[config.mk]
export PLATFORM = sky130hd
export DESIGN_NAME = ps2_mouse_packet_tracker
export DESIGN_NICKNAME = d
export VERILOG_FILES = /design/src/ps2mt_pkg.sv /design/src/ps2mt_axis.sv /design/src/ps2_mouse_packet_tracker.sv
export SDC_FILE = /design/constraint.sdc
export NUM_CORES = 1
export LEC_CHECK = 0
export ABC_AREA = 1
export BUFFER_PORTS_ARGS = -buffer_cell sky130_fd_sc_hd__buf_4
export CAP_MARGIN = 20
export CORE_ASPECT_RATIO = 1.25
export CORE_MARGIN = 2
export CORE_UTILIZATION = 47
export CTS_BUF_LIST = sky130_fd_sc_hd__clkbuf_4 sky130_fd_sc_hd__clkbuf_8
export DETAILED_ROUTE_END_ITERATION = 16
export PLACE_DENSITY = 0.65
export SLEW_MARGIN = 20
export SYNTH_ARGS = -nofsm -noshare
export SYNTH_HDL_FRONTEND = slang
export SYNTH_SLANG_ARGS = --single-unit
[constraint.sdc]
create_clock -name i_clk -period 5.9 [get_ports i_clk]
set_input_delay 0 -clock i_clk [delete_from_list [all_inputs] [get_ports i_clk]]
set_output_delay 0 -clock i_clk [all_outputs]
set_load 0.005 [all_outputs]
[src/ps2mt_pkg.sv]
`timescale 1ns / 1ps

package ps2mt_pkg;

    // cursor coordinate width used unless the top level is told otherwise
    localparam int COORD_BITS_DEF = 12;

    localparam int IN_W  = 8;
    localparam int CFG_W = 13;
    localparam int IDX_W = 1;

    localparam logic [IDX_W-1:0] CFG_IDX_WIDTH  = 1'b0;
    localparam logic [IDX_W-1:0] CFG_IDX_HEIGHT = 1'b1;

    localparam logic [CFG_W-1:0] WIDTH_RST  = 13'd1024;
    localparam logic [CFG_W-1:0] HEIGHT_RST = 13'd768;

    // header bit positions
    localparam int HDR_LEFT     = 0;
    localparam int HDR_RIGHT    = 1;
    localparam int HDR_MIDDLE   = 2;
    localparam int HDR_ONE      = 3;
    localparam int HDR_X_SIGN   = 4;
    localparam int HDR_Y_SIGN   = 5;
    localparam int HDR_X_OVF    = 6;
    localparam int HDR_Y_OVF    = 7;

    // movement is {sign, byte} as a 9-bit value, widened to hold the overflow step
    localparam int MOVE_W = 10;
    localparam logic signed [MOVE_W-1:0] OVF_EXTRA = 10'sd255;

    // byte phase codes
    localparam logic [1:0] PH_HDR = 2'd0;
    localparam logic [1:0] PH_X   = 2'd1;
    localparam logic [1:0] PH_Y   = 2'd2;

endpackage

[src/ps2mt_axis.sv]
`timescale 1ns / 1ps

module ps2mt_axis #(
    parameter int COORD_BITS = ps2mt_pkg::COORD_BITS_DEF
) (
    input  logic [COORD_BITS-1:0]       i_pos,
    input  logic [ps2mt_pkg::IN_W-1:0]  i_move,
    input  logic                        i_sign,
    input  logic                        i_ovf,
    input  logic                        i_invert,
    input  logic [ps2mt_pkg::CFG_W-1:0] i_size,
    output logic [COORD_BITS-1:0]       o_pos
);
    import ps2mt_pkg::*;

    localparam int CMP_W = ((COORD_BITS > CFG_W) ? COORD_BITS : CFG_W) + 3;

    logic signed [MOVE_W-1:0] w_move;
    logic signed [CMP_W-1:0]  w_pos;
    logic signed [CMP_W-1:0]  w_step;
    logic signed [CMP_W-1:0]  w_sum;
    logic signed [CMP_W-1:0]  w_mask;
    logic signed [CMP_W-1:0]  w_top;
    logic signed [CMP_W-1:0]  w_lim;
    logic signed [CMP_W-1:0]  w_res;
    logic [CFG_W-1:0]         w_size_m1;

    always_comb begin
        // negative movement is byte minus 256, i.e. sign bit on top of the byte
        w_move = signed'({i_sign, i_sign, i_move});
        if (i_ovf) begin
            w_move = i_sign ? (w_move - OVF_EXTRA) : (w_move + OVF_EXTRA);
        end
        w_pos  = signed'({{(CMP_W-COORD_BITS){1'b0}}, i_pos});
        w_step = signed'({{(CMP_W-MOVE_W){w_move[MOVE_W-1]}}, w_move});
        w_sum  = i_invert ? (w_pos - w_step) : (w_pos + w_step);

        // a zero size acts as one
        w_size_m1 = (i_size == '0) ? '0 : (i_size - CFG_W'(1));
        w_top     = signed'({{(CMP_W-CFG_W){1'b0}}, w_size_m1});
        w_mask    = signed'({{(CMP_W-COORD_BITS){1'b0}}, {COORD_BITS{1'b1}}});
        w_lim     = (w_top > w_mask) ? w_mask : w_top;

        if (w_sum < 0) begin
            w_res = '0;
        end else if (w_sum > w_lim) begin
            w_res = w_lim;
        end else begin
            w_res = w_sum;
        end
        o_pos = w_res[COORD_BITS-1:0];
    end

endmodule

[src/ps2_mouse_packet_tracker.sv]
`timescale 1ns / 1ps
// a byte is registered on acceptance and decoded from that register; the result of
// a third packet byte is then registered in the output register
// throughput: one byte per cycle unless a third packet byte waits for the output
// register; header and X bytes are still decoded while a result waits to be taken
// reset (synchronous, active low) clears the byte phase and cursor, screen size to default

module ps2_mouse_packet_tracker #(
    parameter int COORD_BITS = ps2mt_pkg::COORD_BITS_DEF
) (
    input  logic                        i_clk,
    input  logic                        i_rst_n,
    // rx_byte[7:0]
    input  logic                        i_s_axis_tvalid,
    output logic                        o_s_axis_tready,
    input  logic [ps2mt_pkg::IN_W-1:0]  i_s_axis_tdata,
    // cursor_x, cursor_y, left_button, right_button, middle_button, zero fill
    output logic                        o_m_axis_tvalid,
    input  logic                        i_m_axis_tready,
    output logic [((2*COORD_BITS+10)/8)*8-1:0] o_m_axis_tdata,
    input  logic                        i_cfg_we,
    input  logic [ps2mt_pkg::IDX_W-1:0] i_cfg_index,
    input  logic [ps2mt_pkg::CFG_W-1:0] i_cfg_data
);
    import ps2mt_pkg::*;

    localparam int RES_W = 2*COORD_BITS + 3;
    localparam int OUT_W = ((2*COORD_BITS+10)/8)*8;

    logic                  r_in_valid;
    logic [IN_W-1:0]       r_in_byte;
    logic [1:0]            r_phase;
    logic [IN_W-1:0]       r_header;
    logic [IN_W-1:0]       r_x_move;
    logic [COORD_BITS-1:0] r_pos_x;
    logic [COORD_BITS-1:0] r_pos_y;
    logic [CFG_W-1:0]      r_width;
    logic [CFG_W-1:0]      r_height;
    logic                  r_out_valid;
    logic [RES_W-1:0]      r_out_data;

    logic                  w_is_result;
    logic                  w_out_free;
    logic                  w_go;
    logic                  w_take;
    logic [COORD_BITS-1:0] n_pos_x;
    logic [COORD_BITS-1:0] n_pos_y;

    ps2mt_axis #(.COORD_BITS(COORD_BITS)) u_axis_x (
        .i_pos    (r_pos_x),
        .i_move   (r_x_move),
        .i_sign   (r_header[HDR_X_SIGN]),
        .i_ovf    (r_header[HDR_X_OVF]),
        .i_invert (1'b0),
        .i_size   (r_width),
        .o_pos    (n_pos_x)
    );

    // rows grow downward, so Y movement is subtracted
    ps2mt_axis #(.COORD_BITS(COORD_BITS)) u_axis_y (
        .i_pos    (r_pos_y),
        .i_move   (r_in_byte),
        .i_sign   (r_header[HDR_Y_SIGN]),
        .i_ovf    (r_header[HDR_Y_OVF]),
        .i_invert (1'b1),
        .i_size   (r_height),
        .o_pos    (n_pos_y)
    );

    assign w_is_result     = (r_phase == PH_Y);
    assign w_out_free      = !r_out_valid || i_m_axis_tready;
    assign w_go            = r_in_valid && (!w_is_result || w_out_free);
    assign o_s_axis_tready = i_rst_n && (!r_in_valid || w_go);
    assign w_take          = i_s_axis_tvalid && o_s_axis_tready;

    assign o_m_axis_tvalid = r_out_valid;
    assign o_m_axis_tdata  = {{(OUT_W-RES_W){1'b0}}, r_out_data};

    always_ff @(posedge i_clk) begin
        if (!i_rst_n) begin
            r_in_valid <= 1'b0;
        end else if (w_take) begin
            r_in_valid <= 1'b1;
        end else if (w_go) begin
            r_in_valid <= 1'b0;
        end
    end

    always_ff @(posedge i_clk) begin
        if (w_take) begin
            r_in_byte <= i_s_axis_tdata;
        end
    end

    always_ff @(posedge i_clk) begin
        if (!i_rst_n) begin
            r_width  <= WIDTH_RST;
            r_height <= HEIGHT_RST;
        end else if (i_cfg_we) begin
            case (i_cfg_index)
                CFG_IDX_WIDTH:  r_width  <= i_cfg_data;
                CFG_IDX_HEIGHT: r_height <= i_cfg_data;
                default: ;
            endcase
        end
    end

    always_ff @(posedge i_clk) begin
        if (!i_rst_n) begin
            r_phase  <= PH_HDR;
            r_header <= '0;
            r_x_move <= '0;
            r_pos_x  <= '0;
            r_pos_y  <= '0;
        end else if (w_go) begin
            case (r_phase)
                PH_X: begin
                    r_x_move <= r_in_byte;
                    r_phase  <= PH_Y;
                end
                PH_Y: begin
                    r_pos_x <= n_pos_x;
                    r_pos_y <= n_pos_y;
                    r_phase <= PH_HDR;
                end
                default: begin
                    // a header without its always-one bit is dropped
                    if (r_in_byte[HDR_ONE]) begin
                        r_header <= r_in_byte;
                        r_phase  <= PH_X;
                    end else begin
                        r_phase  <= PH_HDR;
                    end
                end
            endcase
        end
    end

    always_ff @(posedge i_clk) begin
        if (!i_rst_n) begin
            r_out_valid <= 1'b0;
        end else if (w_go && w_is_result) begin
            r_out_valid <= 1'b1;
        end else if (i_m_axis_tready) begin
            r_out_valid <= 1'b0;
        end
    end

    always_ff @(posedge i_clk) begin
        if (w_go && w_is_result) begin
            r_out_data <= {r_header[HDR_MIDDLE], r_header[HDR_RIGHT], r_header[HDR_LEFT],
                           n_pos_y, n_pos_x};
        end
    end

endmodule

==> results summary, run 1 <==
The run finished with clean final reports. The total detailed-routing wirelength is between 15 and 20 mm. The die area is about 17000 um2. The total net switching power is between 0.0005 and 0.0006 W. The total DRC errors in the routed layout is 0. The placed instance count is approximately 1200. The share of the Yosys chip area taken by registers is 0.324.

After clock tree synthesis, the clock-pin slew on the worst setup and hold paths is roughly 110 ps. The fraction of met1 tracks used by global routing is 0.265. The post-synthesis async set-or-reset flop share is 0. Ranked by instance count, the synthesized netlist is headed by 166 x sky130_fd_sc_hd__inv_1, 162 x sky130_fd_sc_hd__nand2_1, 89 x sky130_fd_sc_hd__o21ai_0. Setup repair after global routing left no endpoint under its margin.

In the global route stage, met2 resource usage came out at 0.369. The count of clock tree sinks is ~100. In this design, the critical path's most frequently occurring cell is sky130_fd_sc_hd__nand2_1. The initial utilization of the core area, before any placement, comes to 0.481. Entering global routing, the biggest net connects 67 pins.

The iteration-0 DRC count of the detailed router is just over 300. The compound-cell area share of the yosys netlist is 0.157. The count of antenna-violating nets left after detailed routing is 0. The worst-case clock buffer depth came out at 2.

In this design, the stage delay of the slowest critical-path cell is roughly 470 ps. The area fraction in and, or, nand and nor cells after synthesis is 0.232. Yosys mapped the design onto 44 distinct sky130hd cell types. The count of flip-flops with a built-in enable after synthesis is 35.

The post-layout worst setup margin is between 600 and 700 ps. Averaged over all synthesized cells, the footprint is approximately 7.5 um2. The share of post-route cells with drive strength above 1 is 0.148. Of all nets on the critical path, the largest fanout is 13. The total global routing overflow is 0. STA classifies the critical path endpoint as a register. In the finished design, the share of the clock period the worst path needs comes to 0.895.

The number of pins exceeding their max-slew limit in the final report is 0. The count of input and output buffers came out at between 50 and 60. By area the synthesized netlist is led by sky130_fd_sc_hd__dfxtp_1 18%, sky130_fd_sc_hd__edfxtp_1 14%, sky130_fd_sc_hd__ha_1 12%. In this run the static leakage power is 4.23 nW. Of the total power, the clock network draws 0.262.

The worst-case IR drop observed on VDD is between 0.1 and 0.15 mV. The switching power share of the total is 0.350. The TritonCTS buffer count came out at 9. The final hold violation count is 0.

The worst slew margin relative to its limit is 0.479. The first-pass detailed-route iteration total is 5. Across the routed clock network, the largest skew measured is ~13 ps. The first-pass GRT wire length came out at approximately 29 mm. The per-cell routed wire length is ~13 um.

Setup violations remaining at the end of the flow were counted as 0. By instance count, the leading cell after synthesis is sky130_fd_sc_hd__inv_1. The proportion of synthesized area in mux cells is 0. For the worst-skew pair, the clock arrives at the later sink with an insertion delay of 400 ps. The fraction of the core area covered by cells at the end of the flow is 0.545. The initial antenna violation count came out at 0. For this run, the leading register cell type out of synthesis is sky130_fd_sc_hd__dfxtp_1. The number of standard-cell rows in the floorplan came out at just over 50. Summed over all instances, the cell type with the most area after synthesis is sky130_fd_sc_hd__dfxtp_1.

After synthesis the netlist holds a flip-flop and latch count of ~100. The worst hold-check path type is input pin to register. The setup TNS came out at 0 ps.

The part of the power in registers is 0.464. The highest attainable clock frequency is 189 MHz. At the end of routability-driven placement, the weighted congestion stood at around 0.9. The number of inserted diodes came out at 0. The layer flagged by global routing as most heavily used is met2. The clock tree from TritonCTS is done. Of the total power, combinational logic draws 0.274. The number of top-level pins is 61.

The number of global-route vias before repair is ~6200. The measured slew at the worst slew-check pin is roughly 780 ps. Once detailed placement completed, the half-perimeter wirelength came to between 10 and 15 mm. The number of instances in the synthesized netlist came out at approximately 1000. Prior to clock tree synthesis, the placed netlist has a worst setup slack of 513 ps. From synthesis to final layout, the design area changed by 13.3%. After layout, the minimum clock period comes to about 5300 ps. The reported max-cap violation count came out at 0.

The vertical die dimension came out at between 100 and 150 um. Summing all placed instances gives a cell area of slightly above 8000 um2. The number of buffers added for setup after CTS came out at 0. The adder and majority cell fraction of the synthesized area is 0.133. The internal power contribution is around 0.0011 W. The root buffer cell chosen for the clock tree is sky130_fd_sc_hd__clkbuf_8. The worst setup path is of the register to register kind. The xor and xnor area share after synthesis is 0.0454. The post-synth design cell area came out at 7500 um2. The dominant combinational cell family by area after synthesis is simple AND/OR/NAND/NOR gates. The area share of the largest cell type after synthesis is 0.184. The final standard cell count with taps included and fillers excluded is 1279. The region available for standard cell placement spans about 16000 um2. The total track usage came out at 0.217. The data arrival at the endpoint of the critical path came out at roughly 5500 ps. Among all stages on the critical path, the largest delay is contributed by sky130_fd_sc_hd__dfxtp_1. The count of vias placed by the detailed router came out at around 6400. The number of vias per cell after detailed routing is around 5.0. In this run the horizontal extent of the chip is ~120 um. The endpoint required time on the critical path is approximately 6000 ps. The total number of nets in the final design came out at around 1200. The Yosys step of the flow raised 0 warnings.

The met3 routing resource usage after global routing is 0.0301. The areal power density over the cells came out at around 200 nW/um2. The final instance area came out at approximately 8500 um2.

The H-tree depth reported by CTS came out at 3. The type of element launching the critical path is a register.
-- cells in the final DEF, fill, tap and decap left out, drive strengths merged, types with 3 or more instances in the layout --
cell         count
xor2            32
nand4            3
xnor2            6
a21o             4
fa               4
o21ai           90
nand3b           4
buf             58
dlygate4sd3     25
ha              73
conb             7
clkinv           4
inv            172
clkbuf           9
nor2            79
edfxtp          35
a21oi           95
nand3           89
nand2          180
dfxtp           69
o21bai           7
nor3             5
-- timing repair --
item / 4_1_cts / 5_1_grt
endpoints found under the hold margin: 37 / 0
endpoints found under the setup margin: 0 / 24
gates resized for setup: 0 / 2
hold buffers: 25 / 0
-- sequential cells by signal, summed over array words and instances (netlist names), 2 cells and up --
signal	cells
r_out_data	27
r_height	13
r_width	13
r_pos_x	12
r_pos_y	12
r_in_byte	8
r_x_move	8
r_header	7
r_phase	2
-- power groups by stage --
stage	clock network [W]	registers [W]	logic, W
6_report	0.000445	0.000789	0.000467
5_1_grt	0.000489	0.000793	0.000543
4_1_cts	0.000460	0.000790	0.000470
3_5_place_dp	0	0.000806	0.000454
3_3_place_gp	0	0.000805	0.000445
2_1_floorplan	0	0.000797	0.000359
-- final timing paths --
| kind | end | cells past startpoint | from | slack (ps) |
|---|---|---|---|---|
| worst min register to register | r_out_data[26]$_DFFE_PP_ | 0 | r_header[2]$_SDFFE_PN0P_ | 450 |
| worst max register to register | r_out_data[11]$_DFFE_PP_ | 29 | r_header[4]$_SDFFE_PN0P_ | 620 |
| worst max-delay path | r_out_data[11]$_DFFE_PP_ | 29 | r_header[4]$_SDFFE_PN0P_ | 620 |
| worst min-delay path | r_width[11]$_SDFFE_PN0P_ | 4 | i_cfg_index | 20 |
-- layer usage --
layer | up-vias | wire (um)
li1 | 3372 | -
met1 | 2868 | 7440
met2 | 100 | 8630
met3 | 42 | 484
met4 | 0 | 688
met5 | - | 0
-- logic make-up (layout without fill, tap and decap cells) --
logic type,count (synthesis),count (layout)
other cells,2,7
fa+ha+maj,77,77
xor+xnor,38,38
buf+inv,202,269
simple gates,364,364
compound gates,208,208
flops,104,104
-- stage by stage --
| step | total power, W | hold WS [ps] |
|---|---|---|
| after global routing | 0.00183 | 48.4 |
| final | 0.00170 | 21.9 |
| after floorplan | 0.00116 | 98.9 |
| after global placement | 0.00125 | 181 |
| after CTS | 0.00172 | 2.07 |
| after detailed placement | 0.00126 | 180 |
-- critical path, delay by kind of cell, from the launching register on --
kind            cells  cell delay, ps
compound gates      7            1320
flops               1             470
buf+inv             2             300
fa+ha+maj           3            1110
xor+xnor            1             100
simple gates       16            1730
-- area by class of cell --
| cell class | instances | area [um2] |
|---|---|---|
| Tap cell | 212 | 265 |
| Fill cell | 1574 | 7080 |
| Inverter | 170 | 638 |
| Timing Repair Buffer | 83 | 686 |
| Clock buffer | 9 | 124 |
| Clock inverter | 7 | 62.6 |
| Multi-Input combinational cell | 694 | 4280 |
| Sequential cell | 104 | 2430 |
No activity file was read; power rests on OpenSTA's default activity.
==> run 2: changes to the inputs <==
--- a/config.mk
+++ b/config.mk
@@ -5,7 +5,6 @@
 export SDC_FILE = /design/constraint.sdc
 export NUM_CORES = 1
 export LEC_CHECK = 0
-export ABC_AREA = 1
 export BUFFER_PORTS_ARGS = -buffer_cell sky130_fd_sc_hd__buf_4
 export CAP_MARGIN = 20
 export CORE_ASPECT_RATIO = 1.25
==> results summary, run 2 <==
The iteration-0 DRC count of the detailed router is 308 (was 310). The worst-case clock buffer depth is 2 (unchanged). The maximum fanout count along the critical path is 16 (was 13). The number of logic stages on the critical path including buffering came to 23 (was 29). The highest cell delay on the worst timing path is 440 ps (was 470 ps).

The final critical-path required period is 5460 ps (was 5280 ps). The number of distinct standard cells referenced by the synthesized netlist came to 69 (was 44). The type of element launching the critical path is a register (unchanged). The fraction of the core area covered by cells at the end of the flow is 0.551 (was 0.545).

Setup repair after global routing missed its margin: false (unchanged). The count of antenna-violating nets left after detailed routing is 0 (unchanged). The final hold violation count is 0 (unchanged).

The share of post-route cells with drive strength above 1 came out at 0.139 (was 0.148). The number of warnings reported in the yosys synthesis log is 0 (unchanged). The reported max-cap violation count is 0 (unchanged). The width of the die came to 114 um (was 117 um). The total detailed-routing wirelength is 17.3 mm (was 17.2 mm).

The family with the most delay on the worst path is compound AO/OA/AOI/OAI gates (was simple AND/OR/NAND/NOR gates). The TritonCTS buffer count came out at 9 (unchanged). The areal power density over the cells came out at 197 nW/um2 (was 200 nW/um2). The cell area after placement came out at 7740 um2 (was 8050 um2). The kind of capture point of the worst setup path is a register (unchanged). The post-synthesis async set-or-reset flop share came to 0 (unchanged). The kind of critical path is register to register (unchanged). The mean cell area of the mapped netlist is 8.91 um2 (was 7.53 um2).

The sequential fraction of the synthesis area came out at 0.339 (was 0.324). The worst slew margin relative to its limit is 0.495 (was 0.479). The cell at the slowest stage of the critical path is sky130_fd_sc_hd__fa_1 (was sky130_fd_sc_hd__dfxtp_1).

The flip-flop count of the largest register, all copies and words added is 27 (unchanged). The count of flip-flops with a built-in enable after synthesis is 35 (unchanged). The setup TNS came out at 0 ps (unchanged).

The data arrival at the endpoint of the critical path came out at 5710 ps (was 5450 ps). The cell count of the worst reg-to-reg path is 23 (was 29). The critical path goes through clkinvlp_4, fa_1, a21o_1, a21oi_1, o21bai_1, a21oi_1, xnor2_1, mux2_2, ha_1, a21oi_1, inv_1, o2111ai_1, nor2_1, a211oi_2, inv_1, ha_1, a21o_1, a21o_1, nor3_1, a311o_2, buf_4, mux2_2, nor2_1. The measured slew at the worst slew-check pin is 756 ps (was 780 ps). Synth area leaders: sky130_fd_sc_hd__dfxtp_1 19%, sky130_fd_sc_hd__edfxtp_1 15%, sky130_fd_sc_hd__ha_1 13% (was sky130_fd_sc_hd__dfxtp_1 18%, sky130_fd_sc_hd__edfxtp_1 14%, sky130_fd_sc_hd__ha_1 12%). The half-perimeter wire length of the detailed placement result came out at 13.0 mm (was 13.3 mm). The library cell with the largest summed area after synthesis was sky130_fd_sc_hd__dfxtp_1 (unchanged). The worst IR drop on VDD is 0.109 mV (was 0.110 mV). The primary flip-flop cell chosen by synthesis mapping was sky130_fd_sc_hd__dfxtp_1 (unchanged). The placed instance count is 1023 (was 1238). The leakage dissipation came out at 3.65 nW (was 4.23 nW). The ratio of final minimum period to clock period came out at 0.925 (was 0.895). The routability congestion estimate from global placement was 0.850 (was 0.909).

The post-synth design cell area is 7170 um2 (was 7500 um2). The number of top-level pins came out at 61 (unchanged). The number of global-route vias before repair is 5886 (was 6239). The number of inserted diodes came out at 0 (unchanged). The per-cell routed wire length is 16.2 um (was 13.5 um). The setup-violating endpoint count in the final report was 0 (unchanged). The clock network latency to the later pin of the worst-skew pair came to 390 ps (was 400 ps).

The clock-pin slew on the worst setup and hold paths came to 100 ps (was 110 ps). The final standard cell count with taps included and fillers excluded came to 1069 (was 1279). The largest register by flop count is r_out_data (unchanged). The relative area change from synthesis to final layout is 14.9% (was 13.3%). The footprint of the flip-flops and latches came out at 2430 um2 (about the same). The area taken by multi-input logic gates is 4440 um2 (was 4280 um2).

The number of pins exceeding their max-slew limit in the final report came to 0 (unchanged). The die area is 16300 um2 (was 17000 um2). The largest net degree at the start of global routing is 51 (was 67). The area inside the core boundary came out at 15000 um2 (was 15600 um2). Top Registers: r_out_data (27), r_height (13), r_width (13) (unchanged). The most common cell in the netlist is sky130_fd_sc_hd__nand2_1 (was sky130_fd_sc_hd__inv_1). The flip-flop and latch count after synthesis was 104 (unchanged). Leading cell types by count after synthesis: 97 x sky130_fd_sc_hd__nand2_1, 73 x sky130_fd_sc_hd__ha_1, 69 x sky130_fd_sc_hd__dfxtp_1 (was 166 x sky130_fd_sc_hd__inv_1, 162 x sky130_fd_sc_hd__nand2_1, 89 x sky130_fd_sc_hd__o21ai_0). The number of instances in the synthesized netlist came out at 804 (was 995). The total DRC errors in the routed layout is 0 (unchanged). The cell chosen for the clock root is sky130_fd_sc_hd__clkbuf_8 (unchanged). The area share of the largest cell type after synthesis came out at 0.193 (was 0.184). The initial antenna violation count came out at 0 (unchanged). The total global routing overflow was 0 (unchanged). The first-pass GRT wire length came to 28.3 mm (was 29.3 mm).

The most frequent standard cell in the layout excluding fill and tap cells is sky130_fd_sc_hd__nand2_1 (was sky130_fd_sc_hd__inv_1). The endpoint required time on the critical path is 6150 ps (was 6070 ps). The vertical die dimension is 142 um (was 145 um). The number of vias per cell after detailed routing came out at 5.51 (was 4.99).

The critical path buffer and inverter count is 4 (was 2). The highest attainable clock frequency came out at 183 MHz (was 189 MHz). The number of cells traversed by the worst hold path is 2 (was 4).

Highest-count cells in the layout ignoring fill and taps: 97 x sky130_fd_sc_hd__nand2_1, 73 x sky130_fd_sc_hd__ha_1, 69 x sky130_fd_sc_hd__buf_4 (was 165 x sky130_fd_sc_hd__inv_1, 161 x sky130_fd_sc_hd__nand2_1, 89 x sky130_fd_sc_hd__o21ai_0). The total track usage came out at 0.220 (was 0.217). The clock tree from TritonCTS is done (unchanged).

The count of input and output buffers is 55 (unchanged). The H-tree depth reported by CTS came to 3 (unchanged). The number of fill cells came to 1330 (was 1574). The count of clock tree sinks came out at 104 (unchanged). The worst-case clock skew is 15.8 ps (was 12.7 ps). The worst hold-check path type is input pin to register (unchanged). Run status: complete, no violations (unchanged). The first-pass detailed-route iteration total is 4 (was 5). The number of standard-cell rows in the floorplan is 50 (was 51). The starting density of the core is 0.479 (was 0.481). The final instance area is 8240 um2 (was 8490 um2). The count of vias placed by the detailed router is 5892 (was 6382).

The total number of nets in the final design was 986 (was 1166).
==> run 2: changes by cell type in the layout (fill, tap and decap cells not counted), moves of 26 or more <==
cell	before	now
sky130_fd_sc_hd__nand3_2	28	0
sky130_fd_sc_hd__nand3_1	60	12
sky130_fd_sc_hd__mux2i_1	0	32
sky130_fd_sc_hd__inv_1	165	46
sky130_fd_sc_hd__o21ai_0	89	22
sky130_fd_sc_hd__xnor2_1	6	34
sky130_fd_sc_hd__a21oi_1	74	46
sky130_fd_sc_hd__nand2_1	161	97
sky130_fd_sc_hd__nor2b_1	0	29
sky130_fd_sc_hd__a21boi_0	1	27
==> run 2: power breakdown <==
part / leakage, nW / total [W] / switching [W] / internal, W
registers: 0.894 / 0.000782 / 0.0000246 / 0.000757
logic: 2.65 / 0.000386 / 0.000207 / 0.000179
clock network: 0.105 / 0.000453 / 0.000269 / 0.000185
total: 3.65 / 0.00162 / 0.000501 / 0.00112
==> run 2: logic make-up after synthesis <==
family / after synthesis / synth area share
muxes: 44 / 0.0635
buffers and inverters: 78 / 0.0459
AOI/OAI and AO/OA: 184 / 0.174
and+or+nand+nor: 264 / 0.174
DFF: 104 / 0.339
other: 2 / 0.00105
xor gates and xnor gates: 48 / 0.0587
adders and majority gates: 80 / 0.143
==> run 2: final cells by class <==
class / instances / area share
sequential: 104 / 0.296
clock buffer: 11 / 0.0184
tap: 182 / 0.0277
multi-input combinational: 627 / 0.539
inverter: 48 / 0.0228
clock inverter: 5 / 0.00577
timing repair buffer: 92 / 0.0909
==> run 2: final timing paths <==
| path | to | start | slack (ps) |
|---|---|---|---|
| max | r_out_data[1]$_DFFE_PP_ | r_header[4]$_SDFFE_PN0P_ | 440 |
| min | r_width[10]$_SDFFE_PN1P_ | i_rst_n | 30 |
| max reg2reg | r_out_data[1]$_DFFE_PP_ | r_header[4]$_SDFFE_PN0P_ | 440 |
| min reg2reg | r_out_data[25]$_DFFE_PP_ | r_header[1]$_SDFFE_PN0P_ | 450 |
==> run 2: worst reg2reg max path: stages (launching register included) <==
cell and delay (ps):
sky130_fd_sc_hd__dfxtp_2 430, sky130_fd_sc_hd__clkinvlp_4 230, sky130_fd_sc_hd__fa_1 450, sky130_fd_sc_hd__a21o_1 170, sky130_fd_sc_hd__a21oi_1 220, sky130_fd_sc_hd__o21bai_1 90, sky130_fd_sc_hd__a21oi_1 220, sky130_fd_sc_hd__xnor2_1 90
sky130_fd_sc_hd__mux2_2 280, sky130_fd_sc_hd__ha_1 340, sky130_fd_sc_hd__a21oi_1 210, sky130_fd_sc_hd__inv_1 70, sky130_fd_sc_hd__o2111ai_1 360, sky130_fd_sc_hd__nor2_1 110, sky130_fd_sc_hd__a211oi_2 200, sky130_fd_sc_hd__inv_1 70
sky130_fd_sc_hd__ha_1 310, sky130_fd_sc_hd__a21o_1 180, sky130_fd_sc_hd__a21o_1 200, sky130_fd_sc_hd__nor3_1 170, sky130_fd_sc_hd__a311o_2 270, sky130_fd_sc_hd__buf_4 230, sky130_fd_sc_hd__mux2_2 360, sky130_fd_sc_hd__nor2_1 80
==> run 2: repair_timing <==
| item | CTS | global route |
|---|---|---|
| buffers inserted | 0 | 7 |
| setup endpoints to repair | 0 | 37 |
| endpoints found under the hold margin | 36 | 0 |
| hold buffers | 23 | 0 |
| gates resized for setup | 0 | 6 |
==> run 2: layer usage <==
| metal | track usage | vias up | share of wire | wire [um] |
|---|---|---|---|---|
| met5 | 0 | - | 0 | 0 |
| met4 | 0.109 | 0 | 0.037 | 639 |
| met3 | 0.0332 | 43 | 0.027 | 473 |
| met2 | 0.388 | 101 | 0.51 | 8820 |
| met1 | 0.257 | 2768 | 0.43 | 7370 |
| li1 | - | 2980 | - | - |
==> run 2: metrics by stage <==
step                      power (W)  hold slack (ps)  worst slack [ps]
final                       0.00162             25.2               441
after global routing        0.00171             36.7              17.0
after CTS                   0.00163             4.03               249
after detailed placement    0.00117              180               279
after global placement      0.00115              179               440
after floorplan             0.00107             98.9               646
==> run 3: changes to the inputs <==
--- a/config.mk
+++ b/config.mk
@@ -7,12 +7,14 @@
 export LEC_CHECK = 0
 export BUFFER_PORTS_ARGS = -buffer_cell sky130_fd_sc_hd__buf_4
 export CAP_MARGIN = 20
+export CELL_PAD_IN_SITES_DETAIL_PLACEMENT = 0
+export CELL_PAD_IN_SITES_GLOBAL_PLACEMENT = 1
 export CORE_ASPECT_RATIO = 1.25
 export CORE_MARGIN = 2
 export CORE_UTILIZATION = 47
 export CTS_BUF_LIST = sky130_fd_sc_hd__clkbuf_4 sky130_fd_sc_hd__clkbuf_8
 export DETAILED_ROUTE_END_ITERATION = 16
-export PLACE_DENSITY = 0.65
+export PLACE_DENSITY_LB_ADDON = 0.1
 export SLEW_MARGIN = 20
 export SYNTH_ARGS = -nofsm -noshare
 export SYNTH_HDL_FRONTEND = slang
==> results summary, run 3 (synthesized netlist as in run 2, its figures left out) <==
The clock tree from TritonCTS is done (unchanged). The total global routing overflow came to 0 (unchanged). The worst reg2reg path startpoint is r_header[5]$_SDFFE_PN0P_ (was r_header[4]$_SDFFE_PN0P_). The count of input and output buffers came to 55 (unchanged). The number of inserted diodes came to 0 (unchanged). The number of fill cells was 1393 (was 1330). The relative area change from synthesis to final layout came to 14.9% (about the same).

The cell area after placement came out at 7750 um2 (was 7740 um2). The family with the most delay on the worst path is compound AO/OA/AOI/OAI gates (unchanged). The measured slew at the worst slew-check pin came out at 738 ps (was 756 ps). The TritonCTS buffer count is 9 (unchanged). The reported max-cap violation count came to 0 (unchanged). The worst hold-check path type was input pin to register (unchanged).

The leakage dissipation came out at 3.65 nW (about the same). The largest register by flop count is r_out_data (unchanged). The setup slack on the worst flop-to-flop path is 440 ps (about the same).

The final standard cell count with taps included and fillers excluded came out at 1068 (was 1069). The count of antenna-violating nets left after detailed routing was 0 (unchanged). The number of pins exceeding their max-slew limit in the final report came out at 0 (unchanged). The most frequent standard cell in the layout excluding fill and tap cells is sky130_fd_sc_hd__nand2_1 (unchanged). The worst IR drop on VDD came out at 0.103 mV (was 0.109 mV).

The critical path buffer and inverter count was 2 (was 4). The number of top-level pins came to 61 (unchanged). The width of the die was 114 um (unchanged). The endpoint required time on the critical path came out at 6210 ps (was 6150 ps). The flip-flop count of the largest register, all copies and words added was 27 (unchanged). The startpoint of the lowest-slack hold path is i_rst_n (unchanged). The number of standard-cell rows in the floorplan is 50 (unchanged). The clock network latency to the later pin of the worst-skew pair is 390 ps (about the same). The highest attainable clock frequency came to 183 MHz (about the same). The iteration-0 DRC count of the detailed router is 219 (was 308). The number of global-route vias before repair was 5906 (was 5886). The cell count of the worst reg-to-reg path is 24 (was 23). The cell chosen for the clock root is sky130_fd_sc_hd__clkbuf_8 (unchanged).

Highest-count cells in the layout ignoring fill and taps: 97 x sky130_fd_sc_hd__nand2_1, 73 x sky130_fd_sc_hd__ha_1, 68 x sky130_fd_sc_hd__dfxtp_1 (was 97 x sky130_fd_sc_hd__nand2_1, 73 x sky130_fd_sc_hd__ha_1, 69 x sky130_fd_sc_hd__buf_4). The count of clock tree sinks is 104 (unchanged). The highest-utilization routing layer at the global route stage is met2 (unchanged). The count of vias placed by the detailed router came out at 5864 (was 5892). Run status: complete, no violations (unchanged).

The startpoint of the most critical setup path is r_header[5]$_SDFFE_PN0P_ (was r_header[4]$_SDFFE_PN0P_). The fraction of met1 tracks used by global routing came out at 0.278 (was 0.257). The setup-violating endpoint count in the final report is 0 (unchanged). The half-perimeter wire length of the detailed placement result came out at 13.3 mm (was 13.0 mm). The final instance area is 8230 um2 (was 8240 um2). The total detailed-routing wirelength is 17.5 mm (was 17.3 mm). The destination of the worst register-to-register timing path is r_pos_y[8]$_SDFFE_PN0P_ (was r_out_data[1]$_DFFE_PP_). The area inside the core boundary came to 15000 um2 (unchanged). The destination of the critical timing path is r_pos_y[8]$_SDFFE_PN0P_ (was r_out_data[1]$_DFFE_PP_). The first-pass GRT wire length came out at 29.3 mm (was 28.3 mm). The placed instance count is 1025 (was 1023). The worst-case clock skew came out at 11.8 ps (was 15.8 ps). The areal power density over the cells is 200 nW/um2 (was 197 nW/um2). The final hold violation count came out at 0 (unchanged). The largest net degree at the start of global routing came out at 51 (unchanged). The setup TNS came to 0 ps (unchanged). The first-pass detailed-route iteration total is 4 (unchanged). The data arrival at the endpoint of the critical path came out at 5760 ps (was 5710 ps). The met2 demand-to-capacity share in global routing came to 0.396 (was 0.388). The number of vias per cell after detailed routing came to 5.49 (was 5.51). The kind of critical path is register to register (unchanged). In this design, the critical path's most frequently occurring cell is sky130_fd_sc_hd__ha_1. The fraction of the core area covered by cells at the end of the flow came to 0.551 (about the same). The final critical-path required period came out at 5460 ps (about the same). The worst-case clock buffer depth is 2 (unchanged).

The starting density of the core is 0.479 (unchanged). Setup repair after global routing missed its margin: false (unchanged). The total track usage came to 0.229 (was 0.220).

The total DRC errors in the routed layout is 0 (unchanged). Top Registers: r_out_data (27), r_height (13), r_width (13) (unchanged). The die area came to 16300 um2 (unchanged). The met3 routing resource usage after global routing came out at 0.0400 (was 0.0332). The number of logic stages on the critical path including buffering is 24 (was 23). The share of post-route cells with drive strength above 1 came out at 0.132 (was 0.139). The ratio of final minimum period to clock period came out at 0.925 (about the same).

Ordered list of cells on the worst path: inv_1, ha_1, a21o_1, a21oi_1, o21bai_1, a211o_1, a31oi_1, xnor2_1, mux2i_1, ha_1, a21o_1, a211oi_1, o2bb2ai_1, o21ba_2, o21bai_1, xnor2_1, ha_1, nand3_1, nor3_1, nand2b_1, a31oi_1, buf_4, mux2_2, a211oi_1 (was clkinvlp_4, fa_1, a21o_1, a21oi_1, o21bai_1, a21oi_1, xnor2_1, mux2_2, ha_1, a21oi_1, inv_1, o2111ai_1, nor2_1, a211oi_2, inv_1, ha_1, a21o_1, a21o_1, nor3_1, a311o_2, buf_4, mux2_2, nor2_1). The worst-case hold slack was 20.8 ps (was 25.2 ps). The initial antenna violation count is 0 (unchanged).

The highest cell delay on the worst timing path is 350 ps (was 440 ps). The cell at the slowest stage of the critical path is sky130_fd_sc_hd__ha_1 (was sky130_fd_sc_hd__fa_1). The routability congestion estimate from global placement came to 0.912 (was 0.850). The vertical die dimension came to 142 um (unchanged). The maximum fanout count along the critical path was 13 (was 16).

The kind of capture point of the worst setup path was a register (unchanged). The total number of nets in the final design is 985 (was 986). The type of element launching the critical path is a register (unchanged).

The per-cell routed wire length came out at 16.4 um (was 16.2 um). The clock-pin slew on the worst setup and hold paths is 100 ps (about the same). The worst slew margin relative to its limit is 0.507 (was 0.495). The H-tree depth reported by CTS came to 3 (unchanged).
[run 3: through the flow]
step                      setup slack (ps)  power [W]
after global placement                 507    0.00116
after floorplan                        646    0.00107
after CTS                              342    0.00166
after global routing                  29.6    0.00175
final                                  442    0.00165
after detailed placement               361    0.00117
[run 3: worst min path at each step]
stage	cells after the start	endpoint	slack, ps
after global placement	1	r_in_byte[5]$_DFFE_PP_	180
after CTS	2	r_height[8]$_SDFFE_PN1P_	5
after detailed placement	1	r_in_byte[1]$_DFFE_PP_	180
after global routing	2	r_height[8]$_SDFFE_PN1P_	20
final	2	r_height[8]$_SDFFE_PN1P_	20
after floorplan	0	r_in_byte[0]$_DFFE_PP_	100
[run 3: routing by layer]
| layer | vias up | wire [um] |
|---|---|---|
| li1 | 2974 | - |
| met1 | 2755 | 7580 |
| met2 | 95 | 8800 |
| met3 | 40 | 465 |
| met4 | 0 | 629 |
| met5 | - | 0 |
[run 3: what timing repair did]
action | CTS | global route
setup buffers | 0 | 2
gates resized for setup | 0 | 3
endpoints found under the setup margin | 0 | 23
hold endpoints to repair | 36 | 0
hold buffers | 25 | 0
[run 3: power breakdown]
part	switching, W	leakage, nW	total, W	internal (W)
clock	0.000259	0.109	0.000479	0.000220
sequential	0.0000243	0.894	0.000781	0.000757
combinational	0.000208	2.64	0.000386	0.000179
total	0.000491	3.65	0.00165	0.00116
[run 3: area by class of cell]
| type | count | area, um2 | share of cell area |
|---|---|---|---|
| flip-flops and latches | 104 | 2430 | 0.296 |
| clock inverters | 4 | 51.3 | 0.00623 |
| multi-input cells | 627 | 4440 | 0.539 |
| well taps | 182 | 228 | 0.0277 |
| repair buffers | 91 | 746 | 0.0906 |
| clock buffers | 12 | 153 | 0.0185 |
| inverters | 48 | 184 | 0.0223 |
